**src/rtl/insort_pkg.sv**
```systemverilog
// ----------------------------------------------------------------------------
// insort_pkg: shared types and constants for the insertion sorter
// Capacity, widths and the structs passed along the cell chain.
// ----------------------------------------------------------------------------
package insort_pkg;

  localparam int MAX_ITEMS = 16;
  localparam int VALUE_W   = 32;
  localparam int COUNT_W   = $clog2(MAX_ITEMS + 1);

  // broadcast control from the sequencer to every cell
  typedef struct packed {
    logic                      ins;
    logic                      shift;
    logic signed [VALUE_W-1:0] value;
  } cell_ctrl_t;

  // what one cell shows to its neighbors
  typedef struct packed {
    logic                      valid;
    logic                      gt;
    logic signed [VALUE_W-1:0] value;
  } cell_link_t;

endpackage

```
**src/rtl/insort_cell.sv**
```systemverilog
// ----------------------------------------------------------------------------
// insort_cell: one slot of the sorting chain
// Holds one element; on insert it keeps, takes the new element or takes its
// lower neighbor's element; on unload it takes its upper neighbor's element.
// ----------------------------------------------------------------------------
module insort_cell (
  input  logic                   clk,
  input  logic                   rst,
  input  insort_pkg::cell_ctrl_t ctrl,
  input  insort_pkg::cell_link_t from_prev,
  input  insort_pkg::cell_link_t from_next,
  output insort_pkg::cell_link_t link
);
  import insort_pkg::*;

  logic                      valid;
  logic signed [VALUE_W-1:0] value;
  logic                      gt;

  // empty slots count as greater than anything; ties keep older elements first
  assign gt = !valid || (value > ctrl.value);

  assign link.valid = valid;
  assign link.gt    = gt;
  assign link.value = value;

  // slot update
  always_ff @(posedge clk) begin
    if (rst) begin
      valid <= 1'b0;
    end else if (ctrl.shift) begin
      valid <= from_next.valid;
    end else if (ctrl.ins && gt) begin
      valid <= valid | from_prev.valid;
    end
  end

  always_ff @(posedge clk) begin
    if (ctrl.shift) begin
      value <= from_next.value;
    end else if (ctrl.ins && gt) begin
      value <= from_prev.gt ? from_prev.value : ctrl.value;
    end
  end

endmodule

```
**src/rtl/insertion_sorter.sv**
```systemverilog
// ----------------------------------------------------------------------------
// insertion_sorter: streaming signed insertion sorter over a chain of cells
// Load: one element per cycle, placed in the cell chain in the accept cycle,
// or dropped when full. Unload: after the final item, results for each held
// element back to back; busy is high until the last result. Sync reset.
// ----------------------------------------------------------------------------
module insertion_sorter (
  input  logic                                 clk,
  input  logic                                 rst,
  input  logic                                 start,
  output logic                                 busy,
  input  logic signed [insort_pkg::VALUE_W-1:0] value,
  input  logic                                 final_item,
  output logic                                 strobe,
  output logic signed [insort_pkg::VALUE_W-1:0] sorted_value,
  output logic                                 last_out,
  output logic                                 overflow
);
  import insort_pkg::*;

  typedef enum logic {ST_LOAD, ST_EMIT} state_t;

  state_t             state;
  logic [COUNT_W-1:0] held_count;
  logic [COUNT_W-1:0] held_count_next;
  logic               dropped_flag;
  logic               first;
  logic               accept;
  logic               full;
  cell_ctrl_t         ctrl;
  cell_link_t         links [MAX_ITEMS];
  cell_link_t         prev_links [MAX_ITEMS];
  cell_link_t         next_links [MAX_ITEMS];

  assign busy   = (state == ST_EMIT);
  assign accept = start && !busy;
  assign full   = (held_count == COUNT_W'(MAX_ITEMS));

  // broadcast control
  assign ctrl.ins   = accept && !full;
  assign ctrl.shift = busy;
  assign ctrl.value = value;

  assign held_count_next = held_count + COUNT_W'(ctrl.ins);

  // neighbor wiring, chain ends tied off
  always_comb begin
    for (int i = 0; i < MAX_ITEMS; i++) begin
      if (i == 0) begin
        prev_links[i] = '{valid: 1'b1, gt: 1'b0, value: '0};
      end else begin
        prev_links[i] = links[i-1];
      end
      if (i == MAX_ITEMS - 1) begin
        next_links[i] = '{valid: 1'b0, gt: 1'b1, value: '0};
      end else begin
        next_links[i] = links[i+1];
      end
    end
  end

  // cell chain
  for (genvar g = 0; g < MAX_ITEMS; g++) begin : g_cell
    insort_cell u_cell (
      .clk       (clk),
      .rst       (rst),
      .ctrl      (ctrl),
      .from_prev (prev_links[g]),
      .from_next (next_links[g]),
      .link      (links[g])
    );
  end

  // sequencer and result registers
  always_ff @(posedge clk) begin
    if (rst) begin
      state        <= ST_LOAD;
      held_count   <= '0;
      dropped_flag <= 1'b0;
      first        <= 1'b0;
      strobe       <= 1'b0;
      last_out     <= 1'b0;
      overflow     <= 1'b0;
    end else begin
      strobe   <= 1'b0;
      last_out <= 1'b0;
      overflow <= 1'b0;
      unique case (state)
        ST_LOAD: begin
          if (accept) begin
            held_count <= held_count_next;
            if (full) begin
              dropped_flag <= 1'b1;
            end
            if (final_item) begin
              state <= ST_EMIT;
              first <= 1'b1;
            end
          end
        end
        ST_EMIT: begin
          strobe       <= 1'b1;
          sorted_value <= links[0].value;
          last_out     <= (held_count == COUNT_W'(1));
          overflow     <= first && dropped_flag;
          first        <= 1'b0;
          held_count   <= held_count - COUNT_W'(1);
          if (held_count == COUNT_W'(1)) begin
            state        <= ST_LOAD;
            dropped_flag <= 1'b0;
          end
        end
        default: state <= ST_LOAD;
      endcase
    end
  end

  // checks
  a_strobe_from_emit: assert property (@(posedge clk) disable iff (rst)
    strobe |-> $past(state == ST_EMIT))
    else $error("result without unload");

  a_last_frees: assert property (@(posedge clk) disable iff (rst)
    last_out |-> (strobe && !busy))
    else $error("last result but still busy");

  a_overflow_first: assert property (@(posedge clk) disable iff (rst)
    overflow |-> (strobe && $past(first)))
    else $error("overflow flag off the first result");

  a_final_unloads: assert property (@(posedge clk) disable iff (rst)
    (accept && final_item) |=> busy)
    else $error("final transaction did not start unload");

  a_emit_nonempty: assert property (@(posedge clk) disable iff (rst)
    busy |-> (held_count != '0))
    else $error("unload with empty store");

endmodule

```
**config.mk**
```make
export PLATFORM = sky130hd
export DESIGN_NAME = insertion_sorter
export DESIGN_NICKNAME = d
export VERILOG_FILES = /design/src/rtl/insort_pkg.sv /design/src/rtl/insort_cell.sv /design/src/rtl/insertion_sorter.sv
export SDC_FILE = /design/constraint.sdc
export NUM_CORES = 2
export LEC_CHECK = 0
export ABC_AREA = 1
export BUFFER_PORTS_ARGS = -buffer_cell sky130_fd_sc_hd__buf_2
export CAP_MARGIN = 5
export CORE_ASPECT_RATIO = 1.5
export CORE_UTILIZATION = 45
export DETAILED_ROUTE_END_ITERATION = 12
export GPL_TIMING_DRIVEN = 0
export PLACE_DENSITY = 0.67
export SLEW_MARGIN = 15
export SYNTH_ARGS = -nofsm -noshare
export SYNTH_HDL_FRONTEND = slang
export SYNTH_SLANG_ARGS = --single-unit
```
**constraint.sdc**
```tcl
create_clock -name clk -period 3.7 [get_ports clk]
set_input_delay 0.37 -clock clk [delete_from_list [all_inputs] [get_ports clk]]
set_output_delay 0.37 -clock clk [all_outputs]
set_load 0.05 [all_outputs]
```
Word level (Yosys, flattened, before mapping):

Cells that the tools add are included.

* output and inout bits: 36
* input port bits: 36
* flip-flop bits (word level): 571
* logic and storage cells: 243

* mux-type cells: 89
* bitwise gates (word level): 17
* $add $sub $neg: 2
* reductions and logical operators: 73
* $lt $le $gt $ge: 16
* equal/unequal tests: 6

Operator list (count)
* 32-bit 2-to-1 mux: 45
* 32-bit greater-than comparator: 16
* 1-bit 2-to-1 mux: 39
* 2-bit nonzero test: 15
* 1-bit logical AND: 19
* 1-bit logical NOT: 18
* 1-bit logical OR: 16
* 1-bit OR: 15
* 5-bit case mux with 2 select lines: 1
* 2-bit inequality test, second input constant: 3
* 1-bit case mux with 2 select lines: 3
* 5-bit by 1-bit adder with 5-bit output: 1
* 5-bit by 1-bit == test with 1-bit output, second input constant: 1
* 5-bit == test, second input constant: 1
* 5-bit 2-to-1 mux: 1
* 5-bit by 1-bit subtractor with 5-bit output, second input constant: 1
* 2-bit AND reduction: 2
* 2-bit OR reduction: 2
* 3-bit AND reduction: 1
* 2-bit by 1-bit inequality test with 1-bit output, second input constant: 1
* 1-bit NOT: 2

Logic depth before layout (Yosys ltp):

* depth after elaboration: 6
* depth in mapped cells: 22
* depth with buffers taken out: 21

Hierarchy:

Synthesis repeated with hierarchy kept, for this count alone.

* cells, all modules: 5043
* area total of the unflattened synthesis: 43369.1 µm²

By module, submodules not included
* insort_cell: cells each 308, times used 16, area each 2615.0 µm², sequential area each 980.9 µm²
* insertion_sorter: cells each 115, times used 1, area each 1529.0 µm², sequential area each 1181.1 µm²

Least setup slack after synthesis:

No wires, ideal clock.

* kind: input port to flip-flop
* start: input port value[27] in the netlist's numbering
* end: register g_cell[0].u_cell.value[0], enable pin
* setup slack: 114 ps
* data arrival time: 3197 ps
* path buffers: 2
* stages: 15
* required time: 3311 ps
* library setup time: 389 ps
* cells stage by stage: inv_1 -> clkbuf_1 -> ha_1 -> a21oi_1 -> o21ai_0 -> nand2_1 -> o211ai_1 -> a21oi_1 -> nand2_1 -> nand2_1 -> nand3_2 -> nand2_2 -> buf_6 -> nand2_1 -> nand2_1

* cells in the longest elaborated chain, start to end: 4

Ends and longest elaborated chain
* from (decl): RTL line insertion_sorter.sv:12 `input logic signed [insort_pkg::VALUE_W-1:0] value,`
* 32-bit greater-than comparator: RTL line insort_cell.sv:21 `assign gt = !valid || (value > ctrl.value);`
* 1-bit logical OR: RTL line insort_cell.sv:21
* 1-bit logical AND: RTL line insort_cell.sv:41 `end else if (ctrl.ins && gt) begin`
* 2-bit nonzero test (no source line)
* to (signal assigned): RTL line insort_cell.sv:40 `value <= from_next.value;`
* to (signal assigned): RTL line insort_cell.sv:42 `value <= from_prev.gt ? from_prev.value : ctrl.value;`
* to (decl): RTL line insort_cell.sv:17 `logic signed [VALUE_W-1:0] value;`

No other way between the ends.
A chain may end at the register's enable or synchronous reset.

Final worst setup path:

* start: input port value[6] in the netlist's numbering
* end: register g_cell[2].u_cell.value[6], enable pin

* cells in the longest elaborated chain, start to end: 4

Ends and longest elaborated chain (RTL line)
* 32-bit greater-than comparator: insort_cell.sv:21
* 1-bit logical OR: insort_cell.sv:21
* 1-bit logical AND: insort_cell.sv:41
* 2-bit nonzero test (no source line)
* to (signal assigned): insort_cell.sv:40
* to (signal assigned): insort_cell.sv:42
* to (decl): insort_cell.sv:17

No other way between the ends.

==> impl_results.md <==
- Root buffer cell: clkbuf_16
- FILL cells: 9458
- Die Height: 378 µm
- Vias/cell: 5.44
- Final instance area: 46600 µm²
- Port bufs: 71
- Utilization after layout: 0.500
- Synthesized instance count: 5452
- Clock Latency Late Sink: 0.68 ns
- Post-Syn Area per Cell: 7.78 µm²
- CP max stage cell: nor3_1
- Yosys top cell area share: 0.362
- Die width: 253 µm
- Worst Path Required: 3.96 ns
- YS warnings: 0
- Final min period: 3.68 ns
- DRT Wirelength: 140 mm
- Top FF cell, synth: edfxtp_1
- First-pass GRT wire length: 210 mm
- Total CTS buffers: 61
- Iter 0 DRT Violations: 2665
- Initial antenna violation count: 6
- Layout cells sized above 1: 0.0640
- Largest net degree at the start of global routing: 34
- Power Dens Cells: 659 nW/µm²
- Hpwl dp: 115 mm
- Cell area after synthesis: 42400 µm²
- Final setup vio count: 0
- Crit share post-route: 0.995
- Final max-slew violation count: 0
- Hold crit path type: primary input to flop
- Cell repeated most along the worst path: nand2_1
- Top delay family on crit path: simple AND/OR/NAND/NOR gates
- Reg2Reg Setup Slack: 0.11 ns
- Type of the worst setup path: primary input to flop
- Startpoint class of the critical path: primary input
- CP Max Fanout: 33
- Worst setup EP type: flop
- Congestion Overflow GR: 0
- Count of final hold-check violations: 0
- Cts hold-fix bufs: 0
- Critical-path cell list: buf_2, inv_1, clkbuf_2, ha_1, nand2_1, nor2_1, inv_1, nor3_1, nand2_1, nand2_1, nand2_2, nand2_1, nand2_4
- Data arrival, critical path: 3.94 ns
- Setup TNS Final: 0 ns
- Overall Global Routing Usage: 0.291
- Status: completed
- Clk sinks: 571
- DRC violations left: 0
- Area leader, netlist: edfxtp_1
- Worst path max stage delay: 0.59 ns
- Max-cap violations: 0
- Final ANT Viol Nets: 0
- TritonRoute pass-1 iters: 10
- Relative slew slack: 0.0964
- Asr flop ratio synth: 0
- Synth cell types: 44
- Commonest non-fill, non-tap cell in the layout: nand2_1
- DR WL/cell: 20.2 µm
- Core region area: 93200 µm²
- Final instance count without filler cells: 6902
- Post-DP Area: 44600 µm²
- DP Cell Count: 6782
- Vias: 37500
- Final Skew: 0.0250 ns
- RD Place Congestion: 0.942
- Lkg Pwr: 22.5 nW
- CTS clk-pin slew, worst paths: 0.06 ns
- Post-synth EDFFs: 512
- CTS H-tree lvls: 2
- Vias in the first global route: 38700
- Post-synthesis register bit count: 571
- Die ar.: 95500 µm²
- Worst-margin pin slew: 1.36 ns
- Mapped Nets: 6004
- Area grow syn2layout: 9.82%
- Initial Util: 0.455
- Top Ports: 72
- Unrepaired setup endpoints after global routing: false
- Layout Nets: 6146
- Most frequent cells in the layout: nand2_1, nand3_1, inv_1
- Maximum operating frequency: 272 MHz
- Share of the yosys chip area belonging to registers: 0.390
- Peak supply drop: 446 µV
- Bufs and invs on worst path: 4
- Tot Pwr: 0.0307 W
- Synth area leaders: edfxtp_1, ha_1, nand2_1
- # rows: 137
- CTS tree: done
- # Post-CTS Setup Buffers: 0
- Clock Path Buffers: 3
-- sequential cells by signal, summed over array words and instances, names as in the netlist --
register	count
held_count	5
first	1
busy	1
g_cell.u_cell.valid	16
sorted_value	32
last_out	1
g_cell.u_cell.value	512
overflow	1
dropped_flag	1
strobe	1
-- power by group --
| group | total, W | switching [W] | internal [W] |
|---|---|---|---|
| Sequential | 0.0109 | 0.00109 | 0.00984 |
| Clock | 0.00622 | 0.00281 | 0.00341 |
| Combinational | 0.0136 | 0.00907 | 0.00450 |
| Total | 0.0307 | 0.0130 | 0.0177 |
-- final timing paths --
kind,startpoint,end,depth (start not counted)
max,value[6],g_cell[2].u_cell.value[6]$_DFFE_PP_,13
min,rst,strobe$_SDFF_PP0_,2
max reg2reg,busy$_SDFF_PP0_,g_cell[5].u_cell.value[13]$_DFFE_PP_,6
min reg2reg,g_cell[0].u_cell.value[0]$_DFFE_PP_,sorted_value[0]$_DFFE_PP_,0
-- through the flow --
| step | hold WS [ns] | worst slack (ns) |
|---|---|---|
| after floorplan | 0.415 | 0.114 |
| after global placement | 0.435 | -1.91 |
| after detailed placement | 0.439 | -1.13 |
| after CTS | 0.00163 | 0.00846 |
| after global routing | 0.0393 | 0.00456 |
| final | 0.0273 | 0.0186 |
-- synthesized netlist by cell type, drive strengths merged (3+ instances only) --
master / n
o21bai: 6
a21o: 15
nand4: 42
dfxtp: 59
nand3: 862
o21a: 23
nand3b: 14
a21oi: 251
nor4: 4
o22ai: 37
nand2: 1336
ha: 516
o21ai: 489
nor3: 23
o31ai: 4
clkbuf: 176
nor3b: 3
nor2: 276
buf: 127
edfxtp: 512
inv: 666
-- final cells by class --
| type | count | area, µm² | share of cell area |
|---|---|---|---|
| multi-input combinational | 3911 | 22000 | 0.472 |
| sequential | 571 | 16600 | 0.355 |
| inverter | 667 | 2500 | 0.0537 |
| clock buffer | 96 | 1810 | 0.0389 |
| tap | 1251 | 1570 | 0.0336 |
| buffer | 303 | 1510 | 0.0324 |
| timing repair buffer | 79 | 507 | 0.0109 |
| clock inverter | 17 | 114 | 0.00244 |
| antenna | 7 | 17.5 | 0.000376 |
-- layer usage --
layer  track usage  share of wire
met5             0        0.00020
met2         0.551           0.52
met1         0.276           0.34
met4         0.248          0.093
met3        0.0344          0.044
-- repair_timing --
item	in CTS	in global routing
endpoints found under the setup margin	323	312
gates resized for setup	7	12
cloned	0	0
-- kinds of logic after synthesis --
group | count (synthesis) | share of synthesized area
compound gates | 833 | 0.103
flops | 571 | 0.390
simple gates | 2562 | 0.261
buf+inv | 970 | 0.0936
fa+ha+maj | 516 | 0.152
Power figures use the tool's default switching activity.
